`config.mk`:
```
export PLATFORM = sky130hd
export DESIGN_NAME = shortest_remaining_time_scheduler_top_flat
export DESIGN_NICKNAME = d
export VERILOG_FILES = /design/src/srts_pkg.sv /design/src/srts_chan_if.sv /design/src/srts_ctrl.sv /design/src/srts_dp.sv /design/src/shortest_remaining_time_scheduler_top.sv /design/src/flat_wrapper.sv
export SDC_FILE = /design/constraint.sdc
export NUM_CORES = 1
export LEC_CHECK = 0
export ABC_AREA = 0
export BUFFER_PORTS_ARGS = -buffer_cell sky130_fd_sc_hd__buf_4
export CORE_MARGIN = 10
export CORE_UTILIZATION = 55
export CTS_CLUSTER_DIAMETER = 80
export DETAILED_ROUTE_END_ITERATION = 10
export PLACE_DENSITY = 0.72
export SYNTH_ARGS = -nofsm -noshare
export SYNTH_HDL_FRONTEND = slang
export SYNTH_SLANG_ARGS = --single-unit
```
`constraint.sdc`:
```
create_clock -name clk -period 8.3 [get_ports clk]
set_input_delay 2.49 -clock clk [delete_from_list [all_inputs] [get_ports clk]]
set_output_delay 2.49 -clock clk [all_outputs]
set_load 0.05 [all_outputs]
```
`src/srts_pkg.sv`:
```
// Shared types and constants for the shortest-remaining-time scheduler.
// Used by the channel interfaces, the controller, the datapath and the top level.
package srts_pkg;

	localparam int SLOTS_DEF = 16;
	localparam int SLOT_W    = 4;
	localparam int ID_W      = 8;
	localparam int TVAL_W    = 16;
	localparam int TIME_W    = 21;
	localparam logic [TIME_W-1:0] TIME_MAX = {TIME_W{1'b1}};

	localparam logic REQ_LOAD = 1'b0;
	localparam logic REQ_TICK = 1'b1;

	// One stored process slot
	typedef struct packed {
		logic [ID_W-1:0]   id;
		logic [TVAL_W-1:0] arrival;
		logic [TVAL_W-1:0] burst;
		logic [TVAL_W-1:0] remaining;
	} entry_t;

	// Request item
	typedef struct packed {
		logic              req_type;
		logic [SLOT_W-1:0] slot;
		logic [ID_W-1:0]   proc_id;
		logic [TVAL_W-1:0] arrival;
		logic [TVAL_W-1:0] burst;
	} req_t;

	// Result item
	typedef struct packed {
		logic              ran;
		logic [ID_W-1:0]   run_id;
		logic              finished;
		logic [TIME_W-1:0] finish_time;
		logic [TIME_W-1:0] turnaround;
		logic [TIME_W-1:0] waiting;
	} rsp_t;

	typedef enum logic [1:0] {
		ST_IDLE,
		ST_SCAN,
		ST_LAST,
		ST_COMMIT
	} state_t;

	// Controller to datapath
	typedef struct packed {
		logic latch;
		logic rd_en;
		logic commit;
	} ctrl_cmd_t;

	// Datapath to controller
	typedef struct packed {
		logic scan_last;
		logic out_busy;
	} dp_stat_t;

endpackage

```
`src/srts_chan_if.sv`:
```
// Valid/ready channels for request and result items.
// Depends on srts_pkg for field widths.
interface srts_req_if import srts_pkg::*; ();
	logic              valid;
	logic              ready;
	logic              req_type;
	logic [SLOT_W-1:0] slot;
	logic [ID_W-1:0]   proc_id;
	logic [TVAL_W-1:0] arrival;
	logic [TVAL_W-1:0] burst;

	modport source (output valid, req_type, slot, proc_id, arrival, burst, input ready);
	modport sink   (input valid, req_type, slot, proc_id, arrival, burst, output ready);
endinterface

interface srts_rsp_if import srts_pkg::*; ();
	logic              valid;
	logic              ready;
	logic              ran;
	logic [ID_W-1:0]   run_id;
	logic              finished;
	logic [TIME_W-1:0] finish_time;
	logic [TIME_W-1:0] turnaround;
	logic [TIME_W-1:0] waiting;

	modport source (output valid, ran, run_id, finished, finish_time, turnaround, waiting,
		input ready);
	modport sink   (input valid, ran, run_id, finished, finish_time, turnaround, waiting,
		output ready);
endinterface

```
`src/srts_ctrl.sv`:
```
// Sequencing state machine of the scheduler: accept, scan, commit.
// Depends on srts_pkg for the state enum and the command/status structs.
module srts_ctrl import srts_pkg::*; (
	input  logic      clk,
	input  logic      arst_n,
	input  logic      in_valid,
	input  logic      in_req_type,
	output logic      in_ready,
	input  dp_stat_t  stat,
	output ctrl_cmd_t cmd
);

	state_t state_q, state_d;

	// State register
	always_ff @(posedge clk or negedge arst_n) begin
		if (!arst_n) begin
			state_q <= ST_IDLE;
		end else begin
			state_q <= state_d;
		end
	end

	// Next state
	always_comb begin
		state_d = state_q;
		case (state_q)
			ST_IDLE: begin
				if (in_valid) begin
					state_d = (in_req_type == REQ_TICK) ? ST_SCAN : ST_COMMIT;
				end
			end
			ST_SCAN: begin
				if (stat.scan_last) begin
					state_d = ST_LAST;
				end
			end
			ST_LAST: begin
				state_d = ST_COMMIT;
			end
			ST_COMMIT: begin
				if (!stat.out_busy) begin
					state_d = ST_IDLE;
				end
			end
			default: begin
				state_d = ST_IDLE;
			end
		endcase
	end

	// Outputs
	always_comb begin
		in_ready   = 1'b0;
		cmd        = '0;
		case (state_q)
			ST_IDLE: begin
				in_ready  = 1'b1;
				cmd.latch = in_valid;
			end
			ST_SCAN: begin
				cmd.rd_en = 1'b1;
			end
			ST_LAST: begin
				cmd = '0;
			end
			ST_COMMIT: begin
				cmd.commit = !stat.out_busy;
			end
			default: begin
				cmd = '0;
			end
		endcase
	end

endmodule

```
`src/srts_dp.sv`:
```
// Datapath of the scheduler: slot table memory, valid bits, scan compare,
// time counter and result register. Depends on srts_pkg.
module srts_dp import srts_pkg::*; #(
	parameter int SLOTS = SLOTS_DEF
) (
	input  logic      clk,
	input  logic      arst_n,
	input  ctrl_cmd_t cmd,
	output dp_stat_t  stat,
	input  req_t      req_in,
	output logic      rsp_valid,
	input  logic      rsp_ready,
	output rsp_t      rsp_out
);

	localparam int IDX_W = $clog2(SLOTS);

	entry_t            mem [SLOTS];
	logic [SLOTS-1:0]  valid_q;

	req_t              req_q;
	logic [TIME_W-1:0] now_q;
	logic [IDX_W-1:0]  scan_cnt_q;

	logic              rd_valid_s1;
	logic [IDX_W-1:0]  rd_idx_s1;
	entry_t            rd_entry_s1;

	logic              best_found_q;
	logic [IDX_W-1:0]  best_idx_q;
	entry_t            best_q;

	logic              out_valid_q;
	rsp_t              out_q;

	logic              eligible;
	logic              better;
	logic              slot_ok;
	logic [IDX_W-1:0]  load_idx;
	logic [TIME_W-1:0] now_next;
	logic [TVAL_W-1:0] rem_dec;
	logic              fin;
	logic [TIME_W-1:0] tat;
	logic [TIME_W-1:0] burst_ext;
	logic [TIME_W-1:0] wt;
	rsp_t              rsp_d;

	assign stat.scan_last = (scan_cnt_q == IDX_W'(SLOTS - 1));
	assign stat.out_busy  = out_valid_q && !rsp_ready;

	// Latch the accepted item
	always_ff @(posedge clk) begin
		if (cmd.latch) begin
			req_q <= req_in;
		end
	end

	// Scan counter: one table read per cycle
	always_ff @(posedge clk or negedge arst_n) begin
		if (!arst_n) begin
			scan_cnt_q  <= '0;
			rd_valid_s1 <= 1'b0;
		end else begin
			rd_valid_s1 <= cmd.rd_en;
			if (cmd.latch) begin
				scan_cnt_q <= '0;
			end else if (cmd.rd_en && !stat.scan_last) begin
				scan_cnt_q <= scan_cnt_q + 1'b1;
			end
		end
	end

	// Load address check and index
	assign slot_ok  = (32'(req_q.slot) < SLOTS);
	assign load_idx = IDX_W'(req_q.slot);

	// Table memory: registered read, single write on commit
	always_ff @(posedge clk) begin
		if (cmd.rd_en) begin
			rd_entry_s1 <= mem[scan_cnt_q];
			rd_idx_s1   <= scan_cnt_q;
		end
		if (cmd.commit) begin
			if (req_q.req_type == REQ_LOAD) begin
				if (slot_ok) begin
					mem[load_idx] <= '{id: req_q.proc_id, arrival: req_q.arrival,
						burst: req_q.burst, remaining: req_q.burst};
				end
			end else if (best_found_q) begin
				mem[best_idx_q] <= '{id: best_q.id, arrival: best_q.arrival,
					burst: best_q.burst, remaining: rem_dec};
			end
		end
	end

	// Valid bits
	always_ff @(posedge clk or negedge arst_n) begin
		if (!arst_n) begin
			valid_q <= '0;
		end else if (cmd.commit && req_q.req_type == REQ_LOAD && slot_ok) begin
			valid_q[load_idx] <= (req_q.burst != '0);
		end
	end

	// Compare the read slot against the best so far
	assign eligible = valid_q[rd_idx_s1] && (rd_entry_s1.remaining != '0) &&
		(TIME_W'(rd_entry_s1.arrival) <= now_q);
	assign better = !best_found_q || (rd_entry_s1.remaining < best_q.remaining) ||
		((rd_entry_s1.remaining == best_q.remaining) &&
		 (rd_entry_s1.arrival < best_q.arrival));

	always_ff @(posedge clk or negedge arst_n) begin
		if (!arst_n) begin
			best_found_q <= 1'b0;
		end else if (cmd.latch) begin
			best_found_q <= 1'b0;
		end else if (rd_valid_s1 && eligible && better) begin
			best_found_q <= 1'b1;
		end
	end

	always_ff @(posedge clk) begin
		if (rd_valid_s1 && eligible && better) begin
			best_q     <= rd_entry_s1;
			best_idx_q <= rd_idx_s1;
		end
	end

	// Result of the committed item
	assign now_next  = (now_q == TIME_MAX) ? now_q : now_q + 1'b1;
	assign rem_dec   = best_q.remaining - 1'b1;
	assign fin       = best_found_q && (rem_dec == '0);
	assign tat       = now_next - TIME_W'(best_q.arrival);
	assign burst_ext = TIME_W'(best_q.burst);
	assign wt        = (tat >= burst_ext) ? tat - burst_ext : '0;

	always_comb begin
		rsp_d = '0;
		if (req_q.req_type == REQ_LOAD) begin
			rsp_d.finish_time = now_q;
		end else begin
			rsp_d.finish_time = now_next;
			rsp_d.ran         = best_found_q;
			rsp_d.run_id      = best_found_q ? best_q.id : '0;
			rsp_d.finished    = fin;
			rsp_d.turnaround  = fin ? tat : '0;
			rsp_d.waiting     = fin ? wt : '0;
		end
	end

	// Advance time on a committed tick
	always_ff @(posedge clk or negedge arst_n) begin
		if (!arst_n) begin
			now_q <= '0;
		end else if (cmd.commit && req_q.req_type == REQ_TICK) begin
			now_q <= now_next;
		end
	end

	// Output register
	always_ff @(posedge clk or negedge arst_n) begin
		if (!arst_n) begin
			out_valid_q <= 1'b0;
		end else if (cmd.commit) begin
			out_valid_q <= 1'b1;
		end else if (rsp_ready) begin
			out_valid_q <= 1'b0;
		end
	end

	always_ff @(posedge clk) begin
		if (cmd.commit) begin
			out_q <= rsp_d;
		end
	end

	assign rsp_valid = out_valid_q;
	assign rsp_out   = out_q;

endmodule

```
`src/shortest_remaining_time_scheduler_top.sv`:
```
// Preemptive shortest-remaining-time-first scheduler. A load item writes one
// process slot; a tick item runs the eligible slot with the least remaining
// time (ties: earlier arrival, then lower slot) for one tick and returns one
// result item. A tick scans every slot before the next item can be accepted:
// the scan reads one slot per cycle through the table memory's single read
// port, then a compare state and a commit state follow. A load item goes
// straight from acceptance to the commit state. The result waits in an
// output register; a commit stalls only while that register is still full.
// Depends on srts_pkg, srts_chan_if, srts_ctrl and srts_dp.
module shortest_remaining_time_scheduler_top import srts_pkg::*; #(
	parameter int SLOTS = SLOTS_DEF
) (
	input logic         clk,
	input logic         arst_n,
	srts_req_if.sink    req,
	srts_rsp_if.source  rsp
);

	ctrl_cmd_t cmd;
	dp_stat_t  stat;
	req_t      req_in;
	rsp_t      rsp_out;

	// Pack the request channel
	assign req_in = '{req_type: req.req_type, slot: req.slot, proc_id: req.proc_id,
		arrival: req.arrival, burst: req.burst};

	srts_ctrl u_ctrl (
		.clk         (clk),
		.arst_n      (arst_n),
		.in_valid    (req.valid),
		.in_req_type (req.req_type),
		.in_ready    (req.ready),
		.stat        (stat),
		.cmd         (cmd)
	);

	srts_dp #(
		.SLOTS (SLOTS)
	) u_dp (
		.clk       (clk),
		.arst_n    (arst_n),
		.cmd       (cmd),
		.stat      (stat),
		.req_in    (req_in),
		.rsp_valid (rsp.valid),
		.rsp_ready (rsp.ready),
		.rsp_out   (rsp_out)
	);

	// Unpack the result channel
	assign rsp.ran         = rsp_out.ran;
	assign rsp.run_id      = rsp_out.run_id;
	assign rsp.finished    = rsp_out.finished;
	assign rsp.finish_time = rsp_out.finish_time;
	assign rsp.turnaround  = rsp_out.turnaround;
	assign rsp.waiting     = rsp_out.waiting;

	// Busy right after an item is accepted
	assert property (@(posedge clk) disable iff (!arst_n)
		req.valid && req.ready |=> !req.ready)
		else $error("scheduler ready right after accepting an item");

	// A finished process must have run
	assert property (@(posedge clk) disable iff (!arst_n)
		rsp.valid && rsp.finished |-> rsp.ran)
		else $error("finished without ran");

	// Waiting never exceeds turnaround
	assert property (@(posedge clk) disable iff (!arst_n)
		rsp.valid && rsp.finished |-> rsp.waiting <= rsp.turnaround)
		else $error("waiting larger than turnaround");

	// Commit never fires while the output register is stalled
	assert property (@(posedge clk) disable iff (!arst_n)
		cmd.commit |-> !(rsp.valid && !rsp.ready))
		else $error("result overwritten while stalled");

endmodule

```
`src/flat_wrapper.sv`:
```
// flat-port wrapper written by rule: the top's interface ports become plain ports
module shortest_remaining_time_scheduler_top_flat import srts_pkg::*;
#(
	parameter int SLOTS = SLOTS_DEF
)
  (clk, arst_n, req_valid, req_req_type, req_slot, req_proc_id, req_arrival, req_burst, req_ready, rsp_valid, rsp_ran, rsp_run_id, rsp_finished, rsp_finish_time, rsp_turnaround, rsp_waiting, rsp_ready);
  srts_req_if req_i ();
  srts_rsp_if rsp_i ();
  input logic clk;
  input logic arst_n;
  input wire logic [$bits(req_i.valid)-1:0] req_valid;
  input wire logic [$bits(req_i.req_type)-1:0] req_req_type;
  input wire logic [$bits(req_i.slot)-1:0] req_slot;
  input wire logic [$bits(req_i.proc_id)-1:0] req_proc_id;
  input wire logic [$bits(req_i.arrival)-1:0] req_arrival;
  input wire logic [$bits(req_i.burst)-1:0] req_burst;
  output wire logic [$bits(req_i.ready)-1:0] req_ready;
  output wire logic [$bits(rsp_i.valid)-1:0] rsp_valid;
  output wire logic [$bits(rsp_i.ran)-1:0] rsp_ran;
  output wire logic [$bits(rsp_i.run_id)-1:0] rsp_run_id;
  output wire logic [$bits(rsp_i.finished)-1:0] rsp_finished;
  output wire logic [$bits(rsp_i.finish_time)-1:0] rsp_finish_time;
  output wire logic [$bits(rsp_i.turnaround)-1:0] rsp_turnaround;
  output wire logic [$bits(rsp_i.waiting)-1:0] rsp_waiting;
  input wire logic [$bits(rsp_i.ready)-1:0] rsp_ready;
  assign req_i.valid = req_valid;
  assign req_i.req_type = req_req_type;
  assign req_i.slot = req_slot;
  assign req_i.proc_id = req_proc_id;
  assign req_i.arrival = req_arrival;
  assign req_i.burst = req_burst;
  assign req_ready = req_i.ready;
  assign rsp_valid = rsp_i.valid;
  assign rsp_ran = rsp_i.ran;
  assign rsp_run_id = rsp_i.run_id;
  assign rsp_finished = rsp_i.finished;
  assign rsp_finish_time = rsp_i.finish_time;
  assign rsp_turnaround = rsp_i.turnaround;
  assign rsp_waiting = rsp_i.waiting;
  assign rsp_i.ready = rsp_ready;
  shortest_remaining_time_scheduler_top #(.SLOTS(SLOTS)) u_core (.clk(clk), .arst_n(arst_n), .req(req_i), .rsp(rsp_i));
endmodule
```
==> impl_metrics.tcl <==
set metrics [dict create \
    outcome "complete, no violations" \
    via_count 24300 \
    routed_via_density 6.21 \
    crit_path_start "u_core.u_dp.now_q[0]" \
    cp.required_ps 8700 \
    port_buffers 123 \
    worst-setup-path-type "flop to flop" \
    min-delay-start "u_core.u_dp.rd_entry_s1[17]" \
    ys_seq_area_frac 0.737 \
    hold_buffers 0 \
    synth_async_sr_flop_share 0.0390 \
    final_cell_count_no_fill 3916 \
    fin_crit_sh 0.812 \
    grt_pass1_vias 25000 \
    post_cts_resize_count 0 \
    cap_violations 0 \
    timing.rr.start "u_core.u_dp.now_q[0]" \
    clock.fmax_mhz 148 \
    grt_max_degree 104 \
    pin_count 124 \
    combPwrFrac 0.256 \
    grt_usage 0.225 \
    p_int_mw 12.2 \
    synth_top_area_cell "edfxtp_1" \
    yosys_warnings 0 \
    dr.pass1.iters 5 \
    syn2layout_area_growth_pct 13.6 \
    hpwl_um 68200 \
    synthTopCellsByArea "edfxtp_1 71%, mux4_2 13%, dfrtp_1 2.4%" \
    synth_edf_count 1134 \
    crit_fanout 20 \
    syn-num-nets 2593 \
    tightest_slew_ps 1310 \
    numPlacedInstances 3703 \
    startpoint_type "flop" \
    die_area_um2 99000 \
    cts_root_buf "clkbuf_16" \
    switching_share 0.294 \
    synthDistinctLibCells 72 \
    first_iter_violations 2594 \
    ys_ff_latch 1180 \
    clock_latency_ps 700 \
    seqPwrFrac 0.449 \
    clock_skew_ps 29.9 \
    avgRoutedWirePerCell_um 28.3 \
    drc_errors 0 \
    antenna_found_initial 1 \
    grt_setup_unrepaired "false" \
    p_switching_mw 5.08 \
    cts.sink_count 1180 \
    gp_congestion 0.889 \
    numCtsBuffers 116 \
    cellPowerDensity_nw_per_um2 319 \
    finalCriticalPeriod_ps 6740 \
    drt_wl_total_um 111000 \
    netlist_top_cells_count "1134 x edfxtp_1, 285 x mux4_2, 126 x nand2_1" \
    p_leak_nw 17.9 \
    syn_inst 2455 \
    die_y_um 315 \
    hold_path_class "flop to flop" \
    clk_pin_slew_ps 60 \
    grt-ovfl-total 0 \
    setup_tns_ps 0 \
    nNetsFinal 2804 \
    clk_path_buf_depth 3 \
    grt_pass1_wl_um 165000 \
    irDropWorstVdd_mv 0.292 \
    cts_tree "built" \
    h-tree-depth 3 \
    slew_viol_final 0 \
    post-synth-top-count-cell "edfxtp_1" \
    pwr-share-clk 0.295 \
    postSynthAreaPerCell_um2 19.5 \
    slew-limit-headroom 0.117 \
    finalHoldViolCount 0 \
    synthDominantCellAreaShare 0.713 \
    ant_nets 0 \
    setup_viol 0 \
    netlist_area_um2 47800 \
    post-cts-setup-buffers 0 \
    die_w_um 315 \
    layout-drive-gt1-share 0.250 \
    ys.flop_type "edfxtp_1" \
    cp-end-kind "flop" \
    initial_utilization 0.552 \
    rows 108 \
    core_um2 86500 \
    hold-worst-slack_ps 413 \
    diodes 0 \
    arrival_ps 7150 \
]
power groups by stage:
| stage | clock [mW] | sequential [mW] | combinational [mW] |
|---|---|---|---|
| 6_report | 5.11 | 7.77 | 4.43 |
| 3_3_place_gp | 0 | 7.87 | 4.35 |
| 2_1_floorplan | 0 | 7.95 | 2.97 |
| 3_5_place_dp | 0 | 7.89 | 4.44 |
| 5_1_grt | 5.42 | 7.81 | 4.77 |
| 4_1_cts | 5.18 | 7.77 | 4.46 |
sequential cells by signal, indices dropped and copies added (netlist names), 16 cells and up:
register and count:
u_core.u_dp.rsp_out 73, u_core.u_dp.req_q 41, u_core.u_dp.best_q 56, u_core.u_dp.mem 896, u_core.u_dp.valid_q 16, u_core.u_dp.now_q 21, u_core.u_dp.rd_entry_s1 56
area by class of cell:
| class | count | area, um^2 |
|---|---|---|
| clock inverter | 56 | 546 |
| sequential | 1180 | 35200 |
| tap | 1155 | 1450 |
| multi-input combinational | 1091 | 12000 |
| clock buffer | 157 | 3160 |
| inverter | 83 | 312 |
| timing repair buffer | 194 | 1570 |
| fill | 5884 | 32300 |
per-layer routing:
layer  part of all wire  GRT usage  up-vias
met5            0.00011          0        -
met4              0.027     0.0686        2
met3              0.083     0.0426      172
met2               0.49      0.360     1099
met1               0.40      0.313    12700
li1                   -          -    10300
layout by cell type, fill, tap and decap left out, types with 15 or more instances in the layout:
cell / count
and2_1: 18
o21ai_0: 57
mux4_2: 285
nor3_1: 21
nor2_1: 86
clkbuf_16: 120
nor4_1: 15
clkbuf_1: 35
nor2_4: 16
nand3_1: 32
nand4_1: 18
dfrtp_1: 42
and3_1: 17
a21oi_1: 47
clkinv_2: 17
mux2_2: 17
clkinv_1: 22
xor2_1: 17
nand2_1: 125
edfxtp_1: 1134
a21o_1: 18
ha_1: 86
xnor2_1: 84
buf_4: 184
inv_1: 82
worst max-delay path, cell delays in order (launching register included):
cell and delay, ps:
dfrtp_1 500, ha_1 330, nand3_1 190, nor3_1 350, nand3_1 440, xnor2_1 330
ha_1 210, inv_1 60, fa_1 460, a211o_1 350, a211oi_1 290, nor2_1 100
nor2_1 190, o21bai_1 100, a21oi_1 180, xnor2_1 240, ha_1 380, a21oi_1 150
a21oi_1 80, a211oi_1 280, o22ai_1 160, a21oi_1 170, nand3b_1 190, nor2_1 150
a31o_2 450, nor2_1 120
cells by family (layout without fill, tap and decap cells):
kind of cell	after synthesis	in the layout	synth area share
flip-flops	1180	1180	0.737
AND/OR/NAND/NOR	400	400	0.0406
multiplexers	305	305	0.139
AO/OA/AOI/OAI	194	194	0.0253
buffers and inverters	184	490	0.0150
XOR/XNOR	103	103	0.0192
adder cells (fa/ha/maj)	89	89	0.0236
worst paths after layout:
path                       cells after the start  slack, ps                        end
max                                           25       1560     u_core.u_dp.rsp_out[2]
min in group asynchronous                      1       1820       u_core.u_dp.now_q[3]
min                                            0        410     u_core.u_dp.best_q[17]
max reg2reg                                   25       1560     u_core.u_dp.rsp_out[2]
max in group asynchronous                      1       5980  u_core.u_dp.scan_cnt_q[2]
min reg2reg                                    0        410     u_core.u_dp.best_q[17]
through the flow:
step	utilization	instance area (um^2)	power, mW	setup slack [ps]
global route	0.627	54200	18.0	1130
floorplan	-	47800	10.9	1520
CTS	0.627	54200	17.4	1570
global placement	0.584	50500	12.2	1810
detailed placement	0.584	50500	12.3	1620
finish	0.627	54200	17.3	1560
Power figures use the tool's default switching activity.
